<file path="src/rtl/blbm_pkg.sv">
// ----------------------------------------------------------------------------
// blbm_pkg
// Shared constants, opcodes, phase codes and control structs for the
// bracket loop byte machine core.
// ----------------------------------------------------------------------------
`timescale 1ns / 1ps

package blbm_pkg;

    localparam int STACK_DEPTH_DEF = 16;
    localparam int ADDR_BITS_DEF   = 11;
    localparam int BUS_ADDR_W      = 11;
    localparam int DATA_W          = 8;
    localparam int CMD_W           = 2;
    localparam int SKIP_W          = 11;
    localparam int STEP_W          = 2;

    localparam logic [SKIP_W-1:0] SKIP_MAX = '1;

    localparam logic [CMD_W-1:0] CMD_HIGH = 2'd0;
    localparam logic [CMD_W-1:0] CMD_LOW  = 2'd1;

    localparam logic [DATA_W-1:0] OP_RIGHT = 8'h3E;
    localparam logic [DATA_W-1:0] OP_LEFT  = 8'h3C;
    localparam logic [DATA_W-1:0] OP_INC   = 8'h2B;
    localparam logic [DATA_W-1:0] OP_DEC   = 8'h2D;
    localparam logic [DATA_W-1:0] OP_OUT   = 8'h2E;
    localparam logic [DATA_W-1:0] OP_OPEN  = 8'h5B;
    localparam logic [DATA_W-1:0] OP_CLOSE = 8'h5D;

    typedef enum logic [2:0] {
        PH_NEXT = 3'd0,
        PH_RDI  = 3'd1,
        PH_RDD  = 3'd2,
        PH_WR   = 3'd3,
        PH_IO   = 3'd4,
        PH_EXEC = 3'd5
    } phase_t;

    typedef struct packed {
        logic io;
        logic we;
        logic ram;
        logic rom;
    } strobe_t;

    typedef struct packed {
        logic clear;
        logic push;
        logic pop;
    } stack_ctrl_t;

    typedef struct packed {
        logic full;
        logic empty;
    } stack_stat_t;

    typedef struct packed {
        logic [BUS_ADDR_W-1:0] addr;
        logic [DATA_W-1:0]     data;
        strobe_t               stb;
    } bus_result_t;

endpackage

</file>
<file path="src/rtl/blbm_stack.sv">
// ----------------------------------------------------------------------------
// blbm_stack
// Bracket return stack: memory, fill count and a registered top entry.
// ----------------------------------------------------------------------------
`timescale 1ns / 1ps

module blbm_stack
    import blbm_pkg::*;
#(
    parameter int STACK_DEPTH = STACK_DEPTH_DEF,
    parameter int ADDR_BITS   = ADDR_BITS_DEF
)
(
    input  logic                 clk,
    input  logic                 rst_n,
    input  stack_ctrl_t          ctrl,
    input  logic [ADDR_BITS-1:0] push_data,
    output logic [ADDR_BITS-1:0] top,
    output stack_stat_t          stat
);

    localparam int CNT_W = $clog2(STACK_DEPTH + 1);
    localparam int IDX_W = (STACK_DEPTH > 1) ? $clog2(STACK_DEPTH) : 1;

    logic [ADDR_BITS-1:0] mem [STACK_DEPTH];
    logic [CNT_W-1:0]     count_reg;
    logic [CNT_W-1:0]     count_next;
    logic [CNT_W-1:0]     pop_idx;
    logic [ADDR_BITS-1:0] top_reg;

    assign pop_idx = count_reg - CNT_W'(2);

    always_comb
    begin
        count_next = count_reg;
        priority if (ctrl.clear)
        begin
            count_next = '0;
        end
        else if (ctrl.push)
        begin
            count_next = count_reg + CNT_W'(1);
        end
        else if (ctrl.pop)
        begin
            count_next = count_reg - CNT_W'(1);
        end
        else
        begin
            count_next = count_reg;
        end
    end

    always_ff @(posedge clk or negedge rst_n)
    begin
        if (!rst_n)
        begin
            count_reg <= '0;
        end
        else
        begin
            count_reg <= count_next;
        end
    end

    always_ff @(posedge clk)
    begin
        if (ctrl.push)
        begin
            mem[count_reg[IDX_W-1:0]] <= push_data;
        end
    end

    // track the entry below the top on a pop, bypass on a push
    always_ff @(posedge clk)
    begin
        if (ctrl.push)
        begin
            top_reg <= push_data;
        end
        else if (ctrl.pop)
        begin
            top_reg <= mem[pop_idx[IDX_W-1:0]];
        end
    end

    assign top        = top_reg;
    assign stat.full  = (count_reg == CNT_W'(STACK_DEPTH));
    assign stat.empty = (count_reg == '0);

endmodule

</file>
<file path="config.mk">
export PLATFORM = sky130hd
export DESIGN_NAME = blbm_stack
export DESIGN_NICKNAME = d
export VERILOG_FILES = /design/src/rtl/blbm_pkg.sv /design/src/rtl/blbm_stack.sv
export SDC_FILE = /design/constraint.sdc
export NUM_CORES = 1
export LEC_CHECK = 0
export ABC_AREA = 1
export BUFFER_PORTS_ARGS = -buffer_cell sky130_fd_sc_hd__clkbuf_2
export CORE_MARGIN = 8
export CORE_UTILIZATION = 39
export CTS_BUF_LIST = sky130_fd_sc_hd__clkbuf_8
export CTS_CLUSTER_SIZE = 20
export DETAILED_ROUTE_END_ITERATION = 12
export GPL_TIMING_DRIVEN = 0
export SLEW_MARGIN = 10
export SYNTH_ARGS = -nofsm -noshare
export SYNTH_HDL_FRONTEND = slang
export SYNTH_SLANG_ARGS = --single-unit
</file>
<file path="constraint.sdc">
create_clock -name clk -period 4.35 [get_ports clk]
set_clock_uncertainty 0.1 [all_clocks]
set_input_delay 0.435 -clock clk [delete_from_list [all_inputs] [get_ports clk]]
set_output_delay 0.435 -clock clk [all_outputs]
set_load 0.02 [all_outputs]
</file>
* Yosys cells after proc, flatten, opt, wreduce, memory -nomap -nowiden
Memories as Yosys holds them, arrays and structs flattened.
Index checks and enable logic that the tools add are counted.
** Storage, ports and cells
- Register bits after elaboration :: 16
- Memory bits (writable) :: 176
- Bits of input ports :: 16
- Word-level logic and storage cells :: 17
- Memories :: 1
** Memory list
- mem :: depth 16, bits a word 11, rd ports 1, clocked after Yosys merged registers in 0, wr ports 1, RTL line blbm_stack.sv:25 : logic [ADDR_BITS-1:0] mem [STACK_DEPTH];
** Operators by class
- Add/sub/neg operators :: 3
- Equality and inequality tests :: 1
- Multiplexer cells :: 7
- Reductions and logical operators :: 3
** Operators by type and width (count)
- 11-bit 2-to-1 mux :: 2
- 5-bit 2-to-1 mux :: 3
- 5-bit by 1-bit adder with 5-bit output (second input constant) :: 1
- 5-bit == test (second input constant) :: 1
- 5-bit logical NOT :: 1
- 5-bit by 1-bit subtractor with 5-bit output (second input constant) :: 1
- 4-bit by 2-bit subtractor with 4-bit output (second input constant) :: 1
- 3-bit nonzero test :: 1
- 1-bit 2-to-1 mux :: 2
- 2-bit nonzero test :: 1

* Longest topological paths before layout
Gate-level depths: netlist of run 1.
- Depth in word-level cells :: 4
- Gate-level depth with buffers :: 11

* Worst setup path after synthesis of run 1
Ideal clock, no wire load.
- Kind :: reg-to-reg
- From :: register count_reg[1]
- To :: register top_reg[9] (netlist: top[9]) (data pin)
- Library setup time :: 0.254 ns
- Data arrival time :: 1.812 ns
- Required time :: 3.996 ns
- Path slack :: 2.184 ns
- Cell stages (with the launch flop) :: 11
- Buffers on the path :: 2
- Clock period less this slack :: 2.166 ns
- Cells stage by stage :: dfrtp_1 -> inv_2 -> clkbuf_1 -> ha_1 -> inv_1 -> clkbuf_1 -> nand3_1 -> nand3_1 -> nand2_1 -> nand2_1 -> nand2_1
** On the way
- Word-level cells in the longest chain between the ends :: 4
** RTL lines
- from (decl) :: RTL line blbm_stack.sv:26 : logic [CNT_W-1:0] count_reg;
- from (signal assigned) :: RTL line blbm_stack.sv:62 : count_reg <= count_next;
- 4-bit by 2-bit subtractor with 4-bit output :: RTL line blbm_stack.sv:31 : assign pop_idx = count_reg - CNT_W'(2);
- memory read 16 x 11 bit
- 11-bit 2-to-1 mux :: RTL line blbm_stack.sv:81 : else if (ctrl.pop)
- 11-bit 2-to-1 mux :: RTL line blbm_stack.sv:77 : if (ctrl.push)
- to (signal assigned) :: RTL line blbm_stack.sv:79 : top_reg <= push_data;
- to (signal assigned) :: RTL line blbm_stack.sv:83 : top_reg <= mem[pop_idx[IDX_W-1:0]];
- to (decl) :: RTL line blbm_stack.sv:29 : logic [ADDR_BITS-1:0] top_reg;
No other way between the ends. The select of a mux whose other input is x is not followed.
A chain may end at the register's enable or synchronous reset.

* Worst setup path after layout of run 1
- From :: register count_reg[1]
- To :: register top_reg[8] (netlist: top[8]) (data pin)
The elaborated chain is that of the path after synthesis.

==> results of run 1 <==
==> power breakdown <==
part / switching (W) / internal (W)
sequential: 0.0000357 / 0.00214
clock: 0.000667 / 0.000531
combinational: 0.000675 / 0.000256
==> routing by layer <==
layer,track usage [%],wire length (um),vias up
li1,-,-,2610
met1,23.24,9969,2616
met2,26.95,9960,203
met3,3.933,1413,27
met4,5.777,473,0
met5,0,0,-
==> per-stage QoR <==
stage,power (W),hold slack [ns]
finish,0.004305,0.1731
global route,0.004474,0.1888
floorplan,0.002783,0.03941
global placement,0.003124,0.1593
detailed placement,0.003127,0.1658
CTS,0.004298,0.1603
==> critical path: stages, from the launching register on <==
cell and delay [ns]:
dfrtp_1 0.52, inv_2 0.20, clkbuf_1 0.46, ha_1 0.42, inv_1 0.14, clkbuf_1 0.47
nand3_1 0.30, nand3_1 0.15, nand2_1 0.09, nand2_1 0.07, nand2_1 0.06
==> path summary, 6_finish.rpt <==
path | start | slack (ns) | to | cells past startpoint
setup / recovery | count_reg[1]$_DFFE_PN0P_ | 1.12 | top[8]$_DFFE_PP_ | 10
min in group asynchronous | rst_n | 0.21 | count_reg[0]$_DFFE_PN0P_ | 2
max in group asynchronous | rst_n | 3.80 | count_reg[1]$_DFFE_PN0P_ | 2
hold / removal | ctrl[2] | 0.17 | count_reg[3]$_DFFE_PN0P_ | 4
hold reg to reg | count_reg[4]$_DFFE_PN0P_ | 0.53 | count_reg[4]$_DFFE_PN0P_ | 2
setup reg to reg | count_reg[1]$_DFFE_PN0P_ | 1.12 | top[8]$_DFFE_PP_ | 10
==> synthesized netlist by cell type <==
cell type  instances
o22ai_1            2
buf_2             15
a21oi_1            3
dfrtp_1            5
fa_1               1
buf_1              2
inv_2              2
buf_6              1
nor2_2             1
xnor2_1            5
buf_4              8
nand3_1           70
inv_1              9
or2_2              1
edfxtp_1         187
ha_1               4
nand2_1          403
nor2_1            23
clkbuf_1          11
o21ai_0            3
==> area by class of cell <==
cell class              count  area (um^2)  share of cell area, %
plain buffers              37        195.2                  2.166
clock buffers              17        234.0                  2.597
clock inverters            15        182.7                  2.027
inverters                  11        41.29                 0.4583
multi-input cells         516         2133                  23.68
flip-flops and latches    192         5741                  63.71
well taps                 270        337.8                  3.749
repair buffers             28        145.1                  1.611
==> kinds of logic after synthesis <==
family	after synthesis	share of synthesized area, %
AO/OA/AOI/OAI	8	0.5254
XOR/XNOR	5	0.5409
adder cells (fa/ha/maj)	5	0.8656
buffers and inverters	48	2.921
flip-flops	192	70.91
AND/OR/NAND/NOR	498	24.24
==> what timing repair did <==
item | in CTS | in global routing
buffers inserted | 0 | 0
hold buffers | 1 | 0
endpoints found under the hold margin | 5 | 0
resized for setup | 0 | 0
==> reports/summary.txt, run 1 <==
top-area cell type share of the netlist area -> 69.37%
# rows -> 52
Area after DPL -> 0.008568 mm^2
first-pass GRT wire length -> 32.53 mm
Final Hold Vio Count -> 0
fillers -> 1,911
clock-pin slew on the worst setup and hold paths -> 0.09 ns
minimum clock period -> 3.231 ns
CTS tree -> yes
Die ar. -> 0.02562 mm^2
Total GRT Usage -> 17.22%
I/O Buffers -> 27
Gate Count Post-Synth -> 756
DRT Pass-1 Iters -> 5
max FFs per register -> 176
Final ANT Viol Nets -> 0
Placed Cells -> 1,053
pwr dens -> 477.8 mW/mm^2
Max Clk Rate -> 0.3095 GHz
vias in the first global route -> 5,210
CTS buffer count -> 17
area of the mapped netlist -> 0.008095 mm^2
share of cells above drive strength 1 -> 11.15%
most frequent cells in the layout -> 403 x nand2_1, 187 x edfxtp_1, 70 x nand3_1
register area share after synthesis -> 70.91%
commonest non-fill, non-tap cell in the layout -> nand2_1
top cell type by total area after synthesis -> edfxtp_1
TritonCTS Sinks -> 192
Vias -> 5,456
GRT overflow -> 0
Die Y -> 160.1 um
Least-Margin Pin Slew -> 1.247 ns
H-tree levels -> 4
Layout Cells excl Fill -> 1,086
setup slack after layout -> 1.119 ns
critical path class -> register to register
synthesized area per cell -> 10.71 um^2
drt wl/cell -> 20.09 um
Setup crit start kind -> register
Post-Syn Nets -> 777
# DRC -> 0
DR iter-0 viols -> 605
final slew viol count -> 0
clock latency reported for the late side of the worst-skew pair -> 0.47 ns
largest net degree at the start of global routing -> 19
CP endpoint kind -> register
nets@finish -> 824
yosys warns -> 0
RSZ-0062 raised after global routing -> false
Initial Utilization -> 39.88%
max_cap viols -> 0
clock buffer depth -> 2
clk root buf -> clkbuf_8
Antenna Diode Count -> 0
initial antenna violation count -> 0
Peak VDD IR -> 0.0001888 V
status -> finished clean
Die Wd -> 160.1 um
Vias per Instance -> 5.024
CP arrival -> 3.36 ns
pre-CTS setup slack -> 1.202 ns
Leak -> 3.592 nW
final WL -> 21.82 mm
synth top area cells -> edfxtp_1 69%, nand2_1 19%, nand3_1 4.3%
Final TNS setup -> 0 ns
hpwl dp -> 14.58 mm
placer congestion estimate -> 0.9665
final instance area -> 0.009010 mm^2
area delta synth->final -> 11.30%
crit path max fanout -> 10
headroom to the max-slew limit -> 16.54%
worst endpoint required time -> 4.48 ns
Synth cell types -> 20
# setup viols final -> 0
Util after Layout -> 44.38%
Tcrit/Tclk final -> 74.27%
Core Footprint -> 0.02030 mm^2
synthesis-stage register bit count -> 192
Top Ports -> 29
Tightest Hold Check Type -> input port to register
Power figures use the tool's default switching activity.
==> inputs of run 2 (changes only) <==
- clock period: 4.35 -> 2.9 ns (I/O delays scaled with it)
==> run 2 against run 1 <==
Count of clock-buffer cells in the layout unchanged. Routed wire length up 0.24%. Clock power up 50%. Highest routed layer unchanged. Final area about the same.
==> reports/summary.txt, run 2 (synthesis gave the netlist of run 1 again) <==
CTS buffer count -> 17 (unchanged)
I/O Buffers -> 27 (unchanged)
Core Footprint -> 0.02030 mm^2 (unchanged)
CTS tree -> yes
Die Y -> 160.1 um (unchanged)
most frequent cells in the layout -> 403 x nand2_1, 187 x edfxtp_1, 70 x nand3_1
# rows -> 52 (unchanged)
share of cells above drive strength 1 -> 11.17% (+0.014 points)
max FFs per register -> 176 (unchanged)
final slew viol count -> 0 (unchanged)
clk root buf -> clkbuf_8
headroom to the max-slew limit -> 12.35% (-4.2 points)
postcts setup bufs -> 0 (unchanged)
drt wl/cell -> 20.15 um (+0.33%)
H-tree levels -> 4 (unchanged)
placer congestion estimate -> 0.9665 (unchanged)
Final ANT Viol Nets -> 0 (unchanged)
max_cap viols -> 0 (unchanged)
Leak -> 3.594 nW (about the same)
Vias per Instance -> 5.052 (+0.55%)
minimum clock period -> 2.771 ns (-0.4597 ns)
TritonCTS Sinks -> 192 (unchanged)
critical path class -> register to register
Die Wd -> 160.1 um (unchanged)
area delta synth->final -> 11.24% (about the same)
Vias -> 5,481 (+0.46%)
Worst R2R Setup Slack -> 0.13 ns (-0.99 ns)
Tcrit/Tclk final -> 95.56% (+21 points)
status -> finished clean
initial antenna violation count -> 0 (unchanged)
Setup crit start kind -> register
Tightest Hold Check Type -> input port to register
worst endpoint required time -> 3.03 ns (-1.45 ns)
Total GRT Usage -> 17.21% (about the same)
Antenna Diode Count -> 0 (unchanged)
final WL -> 21.87 mm (+0.24%)
crit path max fanout -> 18 (+8)
commonest non-fill, non-tap cell in the layout -> nand2_1
Pwr Total -> 0.006473 W (+50%)
largest net degree at the start of global routing -> 19 (unchanged)
DR iter-0 viols -> 622 (+2.8%)
GRT overflow -> 0 (unchanged)
hpwl dp -> 14.58 mm (unchanged)
DRT Pass-1 Iters -> 5 (unchanged)
clock latency reported for the late side of the worst-skew pair -> 0.48 ns (about the same)
Initial Utilization -> 39.88% (unchanged)
vias in the first global route -> 5,185 (-0.48%)
CP endpoint kind -> register
# setup viols final -> 0 (unchanged)
Layout Cells excl Fill -> 1,085 (-0.092%)
Final Hold Vio Count -> 0 (unchanged)
CP arrival -> 2.90 ns (-0.46 ns)
fillers -> 1,911 (unchanged)
first-pass GRT wire length -> 32.51 mm (about the same)
Die ar. -> 0.02562 mm^2 (unchanged)
Placed Cells -> 1,053 (unchanged)
Top Ports -> 29 (unchanged)
Max Clk Rate -> 0.3609 GHz (+17%)
RSZ-0062 raised after global routing -> false
clock buffer depth -> 2 (unchanged)
Least-Margin Pin Slew -> 1.310 ns (+0.06258 ns)
nets@finish -> 823 (-0.12%)
Peak VDD IR -> 0.0002873 V (+52%)
clock-pin slew on the worst setup and hold paths -> 0.09 ns (about the same)
pwr dens -> 718.8 mW/mm^2 (+50%)
# DRC -> 0 (unchanged)
==> run 2: critical path: stages (launching register included) <==
cell and delay [ns]:
dfrtp_1 0.55, inv_2 0.24, ha_1 0.46, inv_1 0.14, clkbuf_1 0.44, nand3_1 0.25, nand3_1 0.12, nand2_1 0.10
nand2_1 0.08, nand2_1 0.05
==> run 2: metal layers <==
metal	vias to the layer above	GRT usage [%]	share of wire, %
met5	-	0	0
met4	0	5.268	1.9
met3	31	3.470	6.9
met2	215	27.08	45
met1	2629	23.57	46
li1	2606	-	-
==> run 2: stage by stage <==
| step | instance area, um^2 | setup slack, ns | hold slack, ns | util (%) | TNS [ns] |
|---|---|---|---|---|---|
| finish | 9005 | 0.1289 | 0.02321 | 44.36 | 0 |
| detailed placement | 8568 | -0.2480 | 0.02080 | 42.21 | -1.517 |
| global route | 9005 | 0.01198 | 0.04378 | 44.36 | 0 |
| floorplan | 8095 | 0.7341 | -0.1056 | - | 0 |
| global placement | 8568 | -0.2507 | 0.01432 | 42.21 | -1.502 |
| CTS | 8992 | 0.06843 | 0.01533 | 44.30 | 0 |
==> run 2: cell type report <==
cell class	instances	area (um^2)	area share, %
flip-flops and latches	192	5741	63.75
repair buffers	28	145.1	1.612
inverters	11	41.29	0.4585
clock buffers	17	234.0	2.598
plain buffers	36	192.7	2.140
clock inverters	15	182.7	2.029
multi-input cells	516	2131	23.66
well taps	270	337.8	3.752
==> run 2: final timing paths <==
kind / start / end / cells after the start
worst min register to register: count_reg[4]$_DFFE_PN0P_ / count_reg[4]$_DFFE_PN0P_ / 2
min in group asynchronous: rst_n / count_reg[0]$_DFFE_PN0P_ / 2
max in group asynchronous: rst_n / count_reg[1]$_DFFE_PN0P_ / 2
worst max register to register: count_reg[1]$_DFFE_PN0P_ / top[4]$_DFFE_PP_ / 9
worst min-delay path: ctrl[2] / count_reg[3]$_DFFE_PN0P_ / 4
worst max-delay path: count_reg[1]$_DFFE_PN0P_ / top[4]$_DFFE_PP_ / 9
==> run 2: timing repair <==
action / in CTS / in global routing
hold endpoints to repair: 5 / 0
setup endpoints to repair: 11 / 11
gates resized for setup: 1 / 1
hold buffers: 1 / 0
==> run 2: power breakdown <==
group | internal, W | switching, W | leakage [nW]
logic | 0.000385 | 0.00102 | 1.61
clock network | 0.000796 | 0.00101 | 0.209
registers | 0.00321 | 0.0000524 | 1.77
total | 0.00439 | 0.00208 | 3.59
==> inputs of run 3 (changes only) <==
- CORE_ASPECT_RATIO: not set -> 0.75
- MAX_ROUTING_LAYER: not set -> met4
==> run 3 against run 2 <==
Combinational power hardly changed. Final cell count rose by 1.1%. Largest cell class unchanged. Total power is 2.3% lower. Critical path depth fell by 5. Setup slack worse by 0.029 ns. Sequential power about the same. Worst hold slack improved by 0.037 ns. Final area fell by 0.31%. Register-to-register slack worse by 0.03 ns. Sequential share of layout area is 0.20 points higher. First-iteration DRC count rose by 8.2%. Largest power group unchanged. Utilization down 0.19 points.
==> reports/summary.txt, run 3 (synthesis gave the netlist of run 1 again) <==
nets@finish -> 824 (+0.12%)
CTS buffer count -> 17 (unchanged)
CP max-delay cell -> nor2_1
pwr dens -> 704.4 mW/mm^2 (-2.0%)
clk root buf -> clkbuf_8
CP arrival -> 2.80 ns (-0.10 ns)
largest net degree at the start of global routing -> 18 (-1)
vias in the first global route -> 5,116 (-1.3%)
pre-CTS setup slack -> -0.2465 ns (+0.001511 ns)
Peak VDD IR -> 0.0002624 V (-8.7%)
crit path max fanout -> 11 (-7)
setup slack after layout -> 0.09965 ns (-0.02921 ns)
minimum clock period -> 2.800 ns (+0.02921 ns)
crit-path cells -> buf_2 -> buf_2 -> nand3_1 -> nor2_1
Leak -> 3.569 nW (-0.69%)
clock-pin slew on the worst setup and hold paths -> 0.09 ns (about the same)
Least-Margin Pin Slew -> 1.172 ns (-0.1374 ns)
share of cells above drive strength 1 -> 11.53% (+0.37 points)
final WL -> 22.71 mm (+3.8%)
Top Ports -> 29 (unchanged)
I/O Buffers -> 27 (unchanged)
CTS tree -> yes
Setup crit start kind -> register
first-pass GRT wire length -> 33.00 mm (+1.5%)
area delta synth->final -> 10.90%
Antenna Diode Count -> 0 (unchanged)
Die ar. -> 0.02567 mm^2 (+0.18%)
Max stage delay on crit path -> 0.91 ns (+0.36 ns)
max FFs per register -> 176 (unchanged)
clock latency reported for the late side of the worst-skew pair -> 0.48 ns (about the same)
Layout Cells excl Fill -> 1,097 (+1.1%)
initial antenna violation count -> 0 (unchanged)
Initial Utilization -> 39.83% (-0.052 points)
Vias -> 5,576 (+1.7%)
clock buffer depth -> 2 (unchanged)
Placed Cells -> 1,065 (+1.1%)
hold_ws -> 0.05987 ns (+0.03666 ns)
CP endpoint kind -> register
Util after Layout -> 44.17% (-0.19 points)
Max Clk Rate -> 0.3571 GHz (-1.0%)
area of the multi-input gates -> 0.002141 mm^2 (+0.47%)
CP Buf/Inv Count -> 2 (-1)
placer congestion estimate -> 0.9634 (-0.32%)
family with the most delay on the worst path -> simple AND/OR/NAND/NOR gates
Final Hold Vio Count -> 0 (unchanged)
most used cell, CP -> buf_2
worst endpoint required time -> 2.90 ns (-0.13 ns)
# rows -> 45 (-13%)
final slew viol count -> 0 (unchanged)
TritonCTS Sinks -> 192 (unchanged)
DR iter-0 viols -> 673 (+8.2%)
most frequent cells in the layout -> 403 x nand2_1, 187 x edfxtp_1, 70 x nand3_1
Die Wd -> 182.4 um (+14%)
Die Y -> 140.8 um (-12%)
status -> finished clean
critical path class -> register to register
drt wl/cell -> 20.70 um (+2.7%)
H-tree levels -> 4 (unchanged)
hpwl dp -> 15.03 mm (+3.1%)
commonest non-fill, non-tap cell in the layout -> nand2_1
Vias per Instance -> 5.083 (+0.62%)
Tightest Hold Check Type -> input port to asynchronous set/reset pin
# DRC -> 0 (unchanged)
DRT Pass-1 Iters -> 6 (+1)
# setup viols final -> 0 (unchanged)
postcts setup bufs -> 0 (unchanged)
GRT overflow -> 0 (unchanged)
Core Footprint -> 0.02033 mm^2 (+0.13%)
Register Area -> 0.005741 mm^2 (unchanged)
max_cap viols -> 0 (unchanged)
Tcrit/Tclk final -> 96.56% (+1.0 points)
Final ANT Viol Nets -> 0 (unchanged)
Total GRT Usage -> 18.47% (+1.3 points)
headroom to the max-slew limit -> 21.55% (+9.2 points)
fillers -> 1,920 (+0.47%)
run 3: cell count changes in the layout (fill, tap and decap cells not counted), sizes merged:
cell / previous run / this run
bufinv: 2 / 1
clkinvlp: 1 / 2
clkinv: 6 / 8
dlygate4sd3: 1 / 2
inv: 17 / 14
run 3: timing repair:
item                                    CTS  global route
endpoints found under the hold margin     6             0
endpoints found under the setup margin    8            19
gates resized for setup                   2             2
hold buffers                              2             0
run 3: per-stage QoR:
step           cell area, um^2   TNS, ns  power (W)
2_1_floorplan             8095         0   0.004175
3_3_place_gp              8583   -0.9234   0.004702
3_5_place_dp              8591    -1.097   0.004711
4_1_cts                   8966         0   0.006291
5_1_grt                   8977  -0.01184   0.006553
6_report                  8977         0   0.006324
run 3: path summary, 6_finish.rpt:
check	startpoint	endpoint	slack, ns	cells after the start
setup / recovery	count_reg[1]$_DFFE_PN0P_	mem[6][0]$_DFFE_PP_	0.1	4
hold / removal	rst_n	count_reg[3]$_DFFE_PN0P_	0.06	2
setup reg to reg	count_reg[1]$_DFFE_PN0P_	mem[6][0]$_DFFE_PP_	0.1	4
hold reg to reg	count_reg[4]$_DFFE_PN0P_	count_reg[4]$_DFFE_PN0P_	0.52	2
max in group asynchronous	rst_n	count_reg[2]$_DFFE_PN0P_	2.49	2
min in group clk	ctrl[0]	count_reg[1]$_DFFE_PN0P_	0.09	5
run 3: metal layers:
layer / vias to the layer above / track usage (%) / wire length [um]
li1: 2611 / - / -
met1: 2641 / 26.47 / 10350
met2: 292 / 24.96 / 9308
met3: 32 / 5.083 / 2655
met4: 0 / 5.682 / 388
met5: - / - / 0
run 3: area by class of cell:
cell class	count	share of cell area [%]
tap	282	3.930
sequential	192	63.94
inverter	11	0.4599
timing repair buffer	29	1.728
multi-input combinational	516	23.85
buffer	36	2.160
clock buffer	17	2.606
clock inverter	14	1.324
run 3: power breakdown:
part	leakage, nW	switching, W	internal (W)
clock	0.178	0.000955	0.000671
sequential	1.77	0.0000504	0.00321
combinational	1.62	0.00105	0.000389
total	3.57	0.00205	0.00427
