===== config.mk =====
export PLATFORM = sky130hd
export DESIGN_NAME = blbm_exec
export DESIGN_NICKNAME = d
export VERILOG_FILES = /design/src/rtl/blbm_pkg.sv /design/src/rtl/blbm_exec.sv
export SDC_FILE = /design/constraint.sdc
export NUM_CORES = 1
export LEC_CHECK = 0
export BUFFER_PORTS_ARGS = -buffer_cell sky130_fd_sc_hd__clkbuf_2
export CAP_MARGIN = 25
export CELL_PAD_IN_SITES_DETAIL_PLACEMENT = 1
export CELL_PAD_IN_SITES_GLOBAL_PLACEMENT = 2
export CORE_MARGIN = 2
export CORE_UTILIZATION = 33
export CTS_CLUSTER_DIAMETER = 200
export DETAILED_ROUTE_END_ITERATION = 16
export PLACE_DENSITY_LB_ADDON = 0.1
export SETUP_SLACK_MARGIN = 0.2
export SYNTH_ARGS = -nofsm -noshare
export SYNTH_HDL_FRONTEND = slang
export SYNTH_SLANG_ARGS = --single-unit
export TNS_END_PERCENT = 20

===== constraint.sdc =====
create_clock -name clk -period 3.3 [get_ports clk]
set_clock_uncertainty 0.2 [all_clocks]
set_input_delay 0.165 -clock clk [delete_from_list [all_inputs] [get_ports clk]]
set_output_delay 0.165 -clock clk [all_outputs]
set_load 0.02 [all_outputs]

===== src/rtl/blbm_pkg.sv =====
// ----------------------------------------------------------------------------
// blbm_pkg
// Shared constants, opcodes, phase codes and control structs for the
// bracket loop byte machine core.
// ----------------------------------------------------------------------------
`timescale 1ns / 1ps

package blbm_pkg;

    localparam int STACK_DEPTH_DEF = 16;
    localparam int ADDR_BITS_DEF   = 11;
    localparam int BUS_ADDR_W      = 11;
    localparam int DATA_W          = 8;
    localparam int CMD_W           = 2;
    localparam int SKIP_W          = 11;
    localparam int STEP_W          = 2;

    localparam logic [SKIP_W-1:0] SKIP_MAX = '1;

    localparam logic [CMD_W-1:0] CMD_HIGH = 2'd0;
    localparam logic [CMD_W-1:0] CMD_LOW  = 2'd1;

    localparam logic [DATA_W-1:0] OP_RIGHT = 8'h3E;
    localparam logic [DATA_W-1:0] OP_LEFT  = 8'h3C;
    localparam logic [DATA_W-1:0] OP_INC   = 8'h2B;
    localparam logic [DATA_W-1:0] OP_DEC   = 8'h2D;
    localparam logic [DATA_W-1:0] OP_OUT   = 8'h2E;
    localparam logic [DATA_W-1:0] OP_OPEN  = 8'h5B;
    localparam logic [DATA_W-1:0] OP_CLOSE = 8'h5D;

    typedef enum logic [2:0] {
        PH_NEXT = 3'd0,
        PH_RDI  = 3'd1,
        PH_RDD  = 3'd2,
        PH_WR   = 3'd3,
        PH_IO   = 3'd4,
        PH_EXEC = 3'd5
    } phase_t;

    typedef struct packed {
        logic io;
        logic we;
        logic ram;
        logic rom;
    } strobe_t;

    typedef struct packed {
        logic clear;
        logic push;
        logic pop;
    } stack_ctrl_t;

    typedef struct packed {
        logic full;
        logic empty;
    } stack_stat_t;

    typedef struct packed {
        logic [BUS_ADDR_W-1:0] addr;
        logic [DATA_W-1:0]     data;
        strobe_t               stb;
    } bus_result_t;

endpackage


===== src/rtl/blbm_exec.sv =====
// ----------------------------------------------------------------------------
// blbm_exec
// Machine state registers and the single-pass next-state logic for one
// clock phase: fetch, bus cycle start, read latch and instruction steps.
// ----------------------------------------------------------------------------
`timescale 1ns / 1ps

module blbm_exec
    import blbm_pkg::*;
#(
    parameter int ADDR_BITS = ADDR_BITS_DEF
)
(
    input  logic                 clk,
    input  logic                 rst_n,
    input  logic                 accept,
    input  logic [CMD_W-1:0]     command,
    input  logic                 reset_pin,
    input  logic [DATA_W-1:0]    rd_byte,
    input  logic [ADDR_BITS-1:0] stack_top,
    input  stack_stat_t          stat,
    output stack_ctrl_t          ctrl,
    output logic [ADDR_BITS-1:0] push_data,
    output bus_result_t          result
);

    logic [ADDR_BITS-1:0] pc_reg, pc_next, pc_cur, pc_inc;
    logic [ADDR_BITS-1:0] cp_reg, cp_next, cp_cur;
    logic [DATA_W-1:0]    cv_reg, cv_next, cv_cur;
    logic [DATA_W-1:0]    op_reg, op_next;
    phase_t               phase_reg, phase_next, phase_cur;
    logic [STEP_W-1:0]    step_reg, step_next, step_cur;
    logic [SKIP_W-1:0]    skip_reg, skip_next, skip_cur;
    logic [ADDR_BITS-1:0] addr_reg, addr_next;
    logic [DATA_W-1:0]    data_reg, data_next;
    strobe_t              stb_reg, stb_next, stb_cur;
    logic                 full_cur, empty_cur;
    logic                 push, pop, soft_rst, bump;
    logic [ADDR_BITS+BUS_ADDR_W-1:0] addr_wide;

    // apply the reset pin ahead of the phase
    always_comb
    begin
        pc_cur    = pc_reg;
        cp_cur    = cp_reg;
        cv_cur    = cv_reg;
        phase_cur = phase_reg;
        step_cur  = step_reg;
        skip_cur  = skip_reg;
        stb_cur   = stb_reg;
        full_cur  = stat.full;
        empty_cur = stat.empty;
        if (reset_pin)
        begin
            pc_cur    = '0;
            cp_cur    = '0;
            cv_cur    = '0;
            phase_cur = PH_NEXT;
            step_cur  = '0;
            skip_cur  = '0;
            stb_cur   = '0;
            full_cur  = 1'b0;
            empty_cur = 1'b1;
        end
    end

    assign pc_inc = pc_cur + ADDR_BITS'(1);

    always_comb
    begin
        pc_next    = pc_cur;
        cp_next    = cp_cur;
        cv_next    = cv_cur;
        op_next    = op_reg;
        phase_next = phase_cur;
        step_next  = step_cur;
        skip_next  = skip_cur;
        addr_next  = addr_reg;
        data_next  = data_reg;
        stb_next   = stb_cur;
        push       = 1'b0;
        pop        = 1'b0;
        soft_rst   = 1'b0;
        bump       = 1'b0;

        unique case (command)
            CMD_HIGH:
            begin
                stb_next = '0;
                unique case (phase_cur)
                    PH_NEXT:
                    begin
                        step_next    = '0;
                        stb_next.rom = 1'b1;
                        addr_next    = pc_cur;
                        phase_next   = PH_RDI;
                    end
                    PH_EXEC:
                    begin
                        if (skip_cur != '0)
                        begin
                            if (op_reg == OP_OPEN)
                            begin
                                if (skip_cur != SKIP_MAX)
                                begin
                                    skip_next = skip_cur + SKIP_W'(1);
                                end
                            end
                            else if (op_reg == OP_CLOSE)
                            begin
                                skip_next = skip_cur - SKIP_W'(1);
                            end
                            pc_next    = pc_inc;
                            phase_next = PH_NEXT;
                        end
                        else
                        begin
                            bump = 1'b1;
                            unique case (op_reg)
                                OP_RIGHT:
                                begin
                                    cp_next    = cp_cur + ADDR_BITS'(1);
                                    pc_next    = pc_inc;
                                    phase_next = PH_NEXT;
                                end
                                OP_LEFT:
                                begin
                                    cp_next    = cp_cur - ADDR_BITS'(1);
                                    pc_next    = pc_inc;
                                    phase_next = PH_NEXT;
                                end
                                OP_INC, OP_DEC:
                                begin
                                    unique case (step_cur)
                                        2'd0:
                                        begin
                                            stb_next.ram = 1'b1;
                                            addr_next    = cp_cur;
                                            phase_next   = PH_RDD;
                                        end
                                        2'd1:
                                        begin
                                            cv_next = (op_reg == OP_INC) ?
                                                cv_cur + DATA_W'(1) : cv_cur - DATA_W'(1);
                                        end
                                        2'd2:
                                        begin
                                            stb_next.ram = 1'b1;
                                            stb_next.we  = 1'b1;
                                            addr_next    = cp_cur;
                                            data_next    = cv_cur;
                                            phase_next   = PH_WR;
                                        end
                                        default:
                                        begin
                                            pc_next    = pc_inc;
                                            phase_next = PH_NEXT;
                                        end
                                    endcase
                                end
                                OP_OUT:
                                begin
                                    unique case (step_cur)
                                        2'd0:
                                        begin
                                            stb_next.ram = 1'b1;
                                            addr_next    = cp_cur;
                                            phase_next   = PH_RDD;
                                        end
                                        2'd1:
                                        begin
                                            stb_next.io = 1'b1;
                                            data_next   = cv_cur;
                                            phase_next  = PH_IO;
                                        end
                                        2'd2:
                                        begin
                                            pc_next    = pc_inc;
                                            phase_next = PH_NEXT;
                                        end
                                        default:
                                        begin
                                            soft_rst = 1'b1;
                                        end
                                    endcase
                                end
                                OP_OPEN:
                                begin
                                    unique case (step_cur)
                                        2'd0:
                                        begin
                                            stb_next.ram = 1'b1;
                                            addr_next    = cp_cur;
                                            phase_next   = PH_RDD;
                                        end
                                        2'd1:
                                        begin
                                            if (cv_cur == '0)
                                            begin
                                                skip_next = SKIP_W'(1);
                                            end
                                            else if (!full_cur)
                                            begin
                                                push = 1'b1;
                                            end
                                            pc_next    = pc_inc;
                                            phase_next = PH_NEXT;
                                        end
                                        default:
                                        begin
                                            soft_rst = 1'b1;
                                        end
                                    endcase
                                end
                                OP_CLOSE:
                                begin
                                    unique case (step_cur)
                                        2'd0:
                                        begin
                                            stb_next.ram = 1'b1;
                                            addr_next    = cp_cur;
                                            phase_next   = PH_RDD;
                                        end
                                        2'd1:
                                        begin
                                            if (cv_cur != '0)
                                            begin
                                                if (!empty_cur)
                                                begin
                                                    pc_next = stack_top;
                                                end
                                                phase_next = PH_NEXT;
                                            end
                                            else
                                            begin
                                                pop        = !empty_cur;
                                                pc_next    = pc_inc;
                                                phase_next = PH_NEXT;
                                            end
                                        end
                                        default:
                                        begin
                                            soft_rst = 1'b1;
                                        end
                                    endcase
                                end
                                default:
                                begin
                                    bump       = 1'b0;
                                    pc_next    = pc_inc;
                                    phase_next = PH_NEXT;
                                end
                            endcase
                            if (bump)
                            begin
                                step_next = step_cur + STEP_W'(1);
                            end
                        end
                    end
                    default:
                    begin
                        soft_rst = 1'b1;
                    end
                endcase
            end
            CMD_LOW:
            begin
                unique case (phase_cur)
                    PH_RDI:
                    begin
                        op_next    = rd_byte;
                        phase_next = PH_EXEC;
                    end
                    PH_RDD:
                    begin
                        cv_next    = rd_byte;
                        phase_next = PH_EXEC;
                    end
                    PH_WR, PH_IO:
                    begin
                        phase_next = PH_EXEC;
                    end
                    default:
                    begin
                    end
                endcase
            end
            default:
            begin
            end
        endcase

        if (soft_rst)
        begin
            pc_next    = '0;
            cp_next    = '0;
            cv_next    = '0;
            phase_next = PH_NEXT;
            step_next  = '0;
            skip_next  = '0;
            stb_next   = '0;
            push       = 1'b0;
            pop        = 1'b0;
        end
    end

    always_ff @(posedge clk or negedge rst_n)
    begin
        if (!rst_n)
        begin
            pc_reg    <= '0;
            cp_reg    <= '0;
            cv_reg    <= '0;
            op_reg    <= '0;
            phase_reg <= PH_NEXT;
            step_reg  <= '0;
            skip_reg  <= '0;
            addr_reg  <= '0;
            data_reg  <= '0;
            stb_reg   <= '0;
        end
        else if (accept)
        begin
            pc_reg    <= pc_next;
            cp_reg    <= cp_next;
            cv_reg    <= cv_next;
            op_reg    <= op_next;
            phase_reg <= phase_next;
            step_reg  <= step_next;
            skip_reg  <= skip_next;
            addr_reg  <= addr_next;
            data_reg  <= data_next;
            stb_reg   <= stb_next;
        end
    end

    assign ctrl.clear = accept && (reset_pin || soft_rst);
    assign ctrl.push  = accept && push;
    assign ctrl.pop   = accept && pop;
    assign push_data  = pc_inc;

    assign addr_wide   = {{BUS_ADDR_W{1'b0}}, addr_next};
    assign result.addr = addr_wide[BUS_ADDR_W-1:0];
    assign result.data = data_next;
    assign result.stb  = stb_next;

endmodule


# After elaboration in Yosys (flattened, before gate mapping)
# Cells that the tools add are included.
op_classes:
  add_sub_neg: 8
  n_eq_ne: 16
  n_reduce_logical: 20
  mux: 106
op_table:
  columns: ["cell", "n"]
  rows:
  - ["$mux 11", 31]
  - ["$mux 8", 13]
  - ["$pmux 11 s2", 3]
  - ["$pmux 11 s4", 1]
  - ["$eq 8x6->1 const B", 5]
  - ["$add 11x1->11 const B", 3]
  - ["$mux 1", 32]
  - ["$pmux 8 s2", 2]
  - ["$pmux 3 s3", 3]
  - ["$sub 11x1->11 const B", 2]
  - ["$mux 3", 6]
  - ["$pmux 3 s2", 3]
  - ["$eq 8x7->1 const B", 2]
  - ["$mux 4", 3]
  - ["$ne 11x11->1 const B", 1]
  - ["$reduce_bool 11->1", 1]
  - ["$mux 2", 5]
  - ["$add 8x1->8 const B", 1]
  - ["$logic_not 8->1", 1]
  - ["$reduce_bool 8->1", 1]
  - ["$reduce_or 2->1", 4]
  - ["$sub 8x1->8 const B", 1]
  - ["$reduce_or 7->1", 1]
  - ["$eq 3x2->1 const B", 2]
  - ["other kinds (15)", 23]
totals:
  word_cells: 163
  out_inout_bits: 37
  inputBits: 27
  ff_bits: 77

# Depth between registers and ports, before layout
# Gate-level depths: netlist of run 1.
logic_depth:
  word_depth: 11
  mapped_depth: 15
  ltp_nobuf: 11

# Worst setup path before layout of run 1
# No wires, ideal clock.
synth_path:
  path_kind: "input -> output"
  from: "input port reset_pin"
  to: "output port result[15] (netlist bit)"
  required_ns: 2.935
  stages: 14
  slack_ns: -0.056
  path_buffers: 6
  arrival_time_ns: 2.991
  path_cell_list: "buf_2 -> buf_2 -> buf_2 -> clkbuf_1 -> buf_1 -> nor2_1 -> inv_1 -> ha_1 -> o21a_2 -> nand3_2 -> a2111oi_4 -> buf_4 -> a211oi_1 -> a221o_1"
synth_lines:
  columns: ["item", "line", "source"]
  rows:
  - ["from (decl)", "blbm_exec.sv:18", "input logic reset_pin,"]
  - ["to (decl)", "blbm_exec.sv:24", "output bus_result_t result"]

==> out/qor.yml, run 1 <==
global_routing:
  grt_overflow: 0
  track_usage: 0.2465
  grt_max_degree: 57
  grt_pass1_vias: 6951
  antenna_found_initial: 0
  grt_first_pass_wirelength_um: 39140
worst_hold_path:
  hold_path.startpoint: "stack_top[7]"
  hp-class: "in -> reg"
setup_path:
  regToRegStartpoint: "op_reg[1]$_DFFE_PN0P_"
  cp.arrival_ns: 2.74
  cp_max_fo: 7
  critPathLaunchType: "register"
  cp-end-kind: "output pin"
  slowest_delay_ns: 0.45
  path_class: "reg -> out"
  crit_start: "op_reg[6]$_DFFE_PN0P_"
  critical_path.most_common_cell: "buf_4"
  cp_data_required_time_ns: 2.93
  crit_chain: "nand4bb_4 > nor3_2 > buf_4 > o21ai_2 > a2111oi_4 > buf_4 > a211oi_2 > a221o_1 > clkbuf_2"
  crit_slowest_cell: "dfrtp_2"
timing:
  timing.final.crit_share: 0.9397
  fmax_mhz: 322.5
  slew_violations: 0
  rsz0062_at_grt: "true"
  setup_tns_ns: 0
  min_period_ns: 3.101
  finalSetupViolations: 0
  final-hold-violation-count: 0
  worst_pin_slew_ns: 1.015
  slew_headroom: 0.3173
yosys:
  synth_fp_nets: 830
  synth_ff_type: "dfrtp_1"
  synth_seq_area_share: 0.2978
  yosys.cell_types.count: 85
  ys_warn_count: 0
  syn_area_um2: 6471
  synth_top_area_frac: 0.2978
  yosysTopAreaCell: "dfrtp_1"
  ys_ff_latch: 77
  synthCells: 784
  syn_avg_cell_area_um2: 8.254
  synth_area_leaders: "dfrtp_1, nand2_1, nor2_1, mux2_2, ha_1"
  synth_edf_count: 0
  synth-async-reset-ratio: 1.000
placement:
  finalWeightedCongestion: 0.9032
  post-dp-hpwl_um: 18470
  dp_cells: 1117
  portBuffers: 63
clock_network:
  cts_max_path_buffers: 2
  clk_pin_slew_worst_paths_ns: 0.07
  cts_tree: "done"
  htree_levels: 3
  cts_root_buf: "clkbuf_16"
  cts_sinks: 77
  clk_latency_ns: 0.36
  cts_buffers: 9
drt:
  viasPerCell: 5.742
  drc_errors: 0
  wire_per_inst_um: 21.29
  vias: 6718
  wl_um: 24910
  drt_iter0_drc: 287
  drt-pass1-iter-count: 4
  ant_nets: 0
power_and_ir_drop:
  finalPower_mw: 2.835
  ir_worst_vdd_v: 0.0002540
  power.density_nw_per_um2: 350.3
  leakage_nw: 3.423
finish:
  n_antenna_cell: 0
  syn_to_final_growth_pct: 25.06
  layoutNonFillerInstCount: 1170
  final_nets: 946
  n_fill_cell: 2281
  final_layout_size_suffix_gt1_frac: 0.2486
job:
  maxCapViolations: 0
floorplanning:
  ioPinCount: 64
  dieArea_um2: 20750
  start_util: 0.3347
  core_um2: 19330
  rows: 51
  die_h_um: 144.0
  die_w_um: 144.0
status:
  status: "complete, no violations"
-- final timing paths --
check                      cells after the start                 endpoint  slack [ns]
hold / removal                                 4    pc_reg[7]$_DFFE_PN0P_        0.05
setup / recovery                               9               result[22]        0.20
setup reg to reg                              11    cv_reg[6]$_DFFE_PN0P_        0.21
max in group asynchronous                      3    cp_reg[6]$_DFFE_PN0P_        2.14
hold reg to reg                                1   cp_reg[10]$_DFFE_PN0P_        0.29
min in group asynchronous                      2  skip_reg[4]$_DFFE_PN0P_        0.13
-- cells in the final DEF, fill, tap and decap left out, types with 8 or more instances in the layout --
master         instances
a211oi_1               8
a21o_1                15
a21oi_1               35
a22o_1                16
a22oi_1               20
and2_1                 9
buf_4                 64
clkbuf_16              9
clkbuf_2              57
dfrtp_1               71
dlygate4sd3_1         13
ha_1                  17
inv_1                 27
mux2_2                22
mux2i_1                9
nand2_1               86
nand3_1               22
nand4_1                8
nor2_1                69
nor2b_1               26
nor3_1                22
nor4_1                 8
o211ai_1              12
o21ai_0               40
o21ai_1               16
o22ai_1                8
xnor2_1               12
-- cell usage after synthesis (8+ instances only) --
cell and number:
nand4_1 8, a21oi_1 38, mux2i_1 9, a22o_1 16, dfrtp_1 77, o211ai_1 12, inv_1 27, a21o_1 16
a22oi_1 20, nor3_1 22, xnor2_1 12, o21ai_0 41, a211oi_1 10, mux2_2 22, buf_2 12, nand2_1 88
and2_1 9, nand3_1 22, nor2b_1 26, o22ai_1 8, nor4_1 8, ha_1 18, o21ai_1 16, nor2_1 72
clkbuf_1 21
-- worst max-delay path: cells and delay by family, from the launching register on --
family | cells | cell delay, ns
AOI/OAI and AO/OA | 4 | 0.86
buffers and inverters | 3 | 0.56
and+or+nand+nor | 2 | 0.51
DFF | 1 | 0.45
-- layout make-up --
class	instances	area (um2)	area share
flip-flops and latches	77	1934	0.2390
clock buffers	9	225.2	0.02783
repair buffers	143	1015	0.1254
clock inverters	7	51.30	0.006339
multi-input cells	642	4434	0.5479
well taps	265	331.6	0.04097
inverters	27	101.3	0.01252
-- metal layers --
layer	global-route usage	up-vias	share of wire
met2	0.3942	132	0.46
met1	0.3480	3376	0.48
met4	0.07895	0	0.019
met5	0	-	0
met3	0.02815	26	0.034
li1	-	3184	-
-- report_power, final --
group	switching [mW]	total, mW	internal [mW]
logic	0.425	0.743	0.318
registers	0.110	1.12	1.01
clock network	0.458	0.971	0.512
total	0.993	2.84	1.84
-- cells by family (layout without fill, tap and decap cells) --
kind of cell	after synthesis	after routing	synth area share
and+or+nand+nor	314	314	0.2585
AOI/OAI and AO/OA	255	255	0.2796
DFF	77	77	0.2978
buffers and inverters	65	186	0.04060
muxes	34	34	0.05743
xor gates and xnor gates	20	20	0.02823
adders and majority gates	19	19	0.03790
-- per-stage QoR --
stage	area, um2	setup WS [ns]	hold WS [ns]	utilization
floorplan	6479	0.2057	-0.3306	-
global placement	7289	0.1843	0.2374	0.3770
detailed placement	7317	0.04911	-0.01168	0.3784
CTS	7923	0.1503	0.03384	0.4098
global route	8093	0.06814	0.05942	0.4186
finish	8093	0.1990	0.04587	0.4186
-- timing repair --
action,4_1_cts,5_1_grt
gates cloned,0,1
setup endpoints to repair,29,34
hold buffers,13,0
hold endpoints to repair,48,0
gates resized for setup,15,30
pin swaps,8,9
setup buffers,17,6
Power figures use the tool's default switching activity.
==> run 2: changes to the inputs <==
--- a/config.mk
+++ b/config.mk
@@ -13,7 +13,7 @@
 export CORE_UTILIZATION = 33
 export CTS_CLUSTER_DIAMETER = 200
 export DETAILED_ROUTE_END_ITERATION = 16
-export PLACE_DENSITY_LB_ADDON = 0.1
+export PLACE_DENSITY_LB_ADDON = 0.12
 export SETUP_SLACK_MARGIN = 0.2
 export SYNTH_ARGS = -nofsm -noshare
 export SYNTH_HDL_FRONTEND = slang
==> run 2 against run 1 <==
Against the previous run: clock power rose by 6%; first-iteration DRC count grew 20%; die area is the same; core utilization fell by 0.55 points; combinational power shrank 3.6%; sequential power hardly changed; cell area is 1.3% lower; worst hold slack improved by 0.0099 ns; cell count fell by 0.94%; largest cell class unchanged.
==> out/qor.yml, run 2 (synthesis gave the netlist of run 1 again) <==
drt:
  drc_errors: 0  # unchanged
  vias: 6742  # +0.36%
  wire_per_inst_um: 21.79  # +2.4%
  ant_nets: 0  # unchanged
  drt-pass1-iter-count: 5  # +1
  viasPerCell: 5.817  # +1.3%
  wl_um: 25260  # +1.4%
  drt_iter0_drc: 344  # +20%
global_routing:
  antenna_found_initial: 0  # unchanged
  track_usage: 0.2501  # +0.003643
  grt_overflow: 0  # unchanged
  grt_max_degree: 42  # -26%
  grt_first_pass_wirelength_um: 39900  # +1.9%
  grt_pass1_vias: 6946  # -0.072%
placement:
  finalWeightedCongestion: 0.8761  # -3.0%
  pre_cts_ws_ns: 0.02512  # -0.02399 ns
  portBuffers: 63  # unchanged
  post-dp-hpwl_um: 18600  # +0.66%
  place_area_um2: 7310  # -0.10%
floorplanning:
  ioPinCount: 64  # unchanged
  die_h_um: 144.0  # unchanged
  core_um2: 19330  # unchanged
  dieArea_um2: 20750  # unchanged
  start_util: 0.3347  # unchanged
  rows: 51  # unchanged
  die_w_um: 144.0  # unchanged
job:
  maxCapViolations: 0  # unchanged
clock_network:
  cts_tree: "done"
  clk_latency_ns: 0.36  # about the same
  htree_levels: 3  # unchanged
  clk_pin_slew_worst_paths_ns: 0.07  # about the same
  cts_root_buf: "clkbuf_16"
  cts_buffers: 9  # unchanged
  cts_sinks: 77  # unchanged
  cts_max_path_buffers: 2  # unchanged
status:
  status: "complete, no violations"
setup_path:
  cp_max_fo: 4  # -3
  r2r-end: "cp_reg[7]$_DFFE_PN0P_"
  crit_family: "compound AO/OA/AOI/OAI gates"
  critPathLaunchType: "register"
  crit_cells: 8  # -1
  path_class: "reg -> out"
  crit_start: "skip_reg[6]$_DFFE_PN0P_"
  cp_data_required_time_ns: 2.93  # about the same
  rrSetupSlack_ns: 0.25  # +0.04 ns
  r2r_cells: 11  # unchanged
  worstSetupEndpoint: "result[22]"
  critPathBufInv: 2  # -1
  crit_slowest_cell: "or4_4"
  cp-end-kind: "output pin"
  cp.arrival_ns: 2.73  # about the same
  regToRegStartpoint: "op_reg[6]$_DFFE_PN0P_"
  crit_chain: "or4_4 > o21ai_4 > nand3_2 > a2111oi_4 > buf_4 > a211oi_2 > a221o_1 > clkbuf_2"
  slowest_delay_ns: 0.58  # +0.13 ns
timing:
  setup_tns_ns: 0  # unchanged
  slew_headroom: 0.5776  # +0.2604
  worst_pin_slew_ns: 0.6312  # -0.3835 ns
  rsz0062_at_grt: "true"
  timing.final.crit_share: 0.9388  # about the same
  finalSetupViolations: 0  # unchanged
  final.setup.worst_slack_ns: 0.2018  # +0.002826 ns
  slew_violations: 0  # unchanged
  fmax_mhz: 322.8  # about the same
  min_period_ns: 3.098  # -0.002826 ns
  final-hold-violation-count: 0  # unchanged
  holdWs_ns: 0.05582  # +0.009947 ns
finish:
  final_cell_mix: "nand2_1, nor2_1, dfrtp_1"
  final_common_cell: "nand2_1"
  syn_to_final_growth_pct: 23.41
  final_layout_size_suffix_gt1_frac: 0.2338  # -0.01484
  final_nets: 935  # -1.2%
  n_antenna_cell: 0  # unchanged
  final_area_um2: 7986  # -1.3%
  final_util: 0.4131  # -0.005501
power_and_ir_drop:
  power.density_nw_per_um2: 359.5  # +2.6%
  ir_worst_vdd_v: 0.0002512  # -1.1%
  leakage_nw: 3.386  # -1.1%
worst_hold_path:
  hp-class: "in -> reg"
-- run 2: changes by cell type in the layout (fill, tap and decap cells not counted), moves of 2 or more --
cell      previous run  this run
buf_4               64        56
o21ai_1             16        19
a21oi_1             35        37
a21oi_2              3         1
clkinv_2             2         4
o21ai_0             40        38
-- run 2: area by class of cell --
cell class	count	area (um2)
inverter	27	101.3
sequential	77	1936
clock inverter	7	66.31
tap	265	331.6
clock buffer	9	225.2
timing repair buffer	132	930.9
multi-input combinational	642	4395
fill	2336	11350
-- run 2: worst min-delay path: cells and delay by family --
kind                   cells  cell delay [ns]
AO/OA/AOI/OAI              3             0.30
buffers and inverters      1             0.11
-- run 2: what timing repair did --
item | 4_1_cts | 5_1_grt
endpoints found under the hold margin | 50 | 0
cloned | 0 | 0
pin swaps | 3 | 6
endpoints found under the setup margin | 27 | 44
hold buffers | 13 | 0
gates resized for setup | 12 | 30
buffers inserted | 7 | 7
-- run 2: through the flow --
stage                     power, mW  cells
after floorplan               1.536    784
after global placement        1.760   1115
after detailed placement      1.785   1116
after CTS                     2.862   1152
after global routing          3.000   1159
final                         2.871   1159
-- run 2: worst min-delay path by stage --
stage / startpoint / to / slack (ns) / depth (start not counted)
after floorplan: rst_n / addr_reg[0]$_DFFE_PN0P_ / -0.33 / 0
after global placement: rst_n / skip_reg[3]$_DFFE_PN0P_ / 0.24 / 1
after detailed placement: rst_n / skip_reg[3]$_DFFE_PN0P_ / 0.01 / 1
after CTS: stack_top[0] / pc_reg[0]$_DFFE_PN0P_ / 0.05 / 4
after global routing: stack_top[10] / pc_reg[10]$_DFFE_PN0P_ / 0.09 / 4
final: stack_top[0] / pc_reg[0]$_DFFE_PN0P_ / 0.06 / 4
-- run 2: routing by layer --
| layer | GRT usage | share of wire |
|---|---|---|
| met1 | 0.3579 | 0.49 |
| met2 | 0.4055 | 0.47 |
| met3 | 0.02119 | 0.026 |
| met4 | 0.06811 | 0.014 |
| met5 | 0 | 0 |
-- run 2: power by group --
part | total [mW] | internal, mW | switching, mW | leakage, nW
sequential | 1.12 | 1.01 | 0.111 | 1.00
clock | 1.03 | 0.583 | 0.449 | 0.145
combinational | 0.716 | 0.300 | 0.416 | 2.24
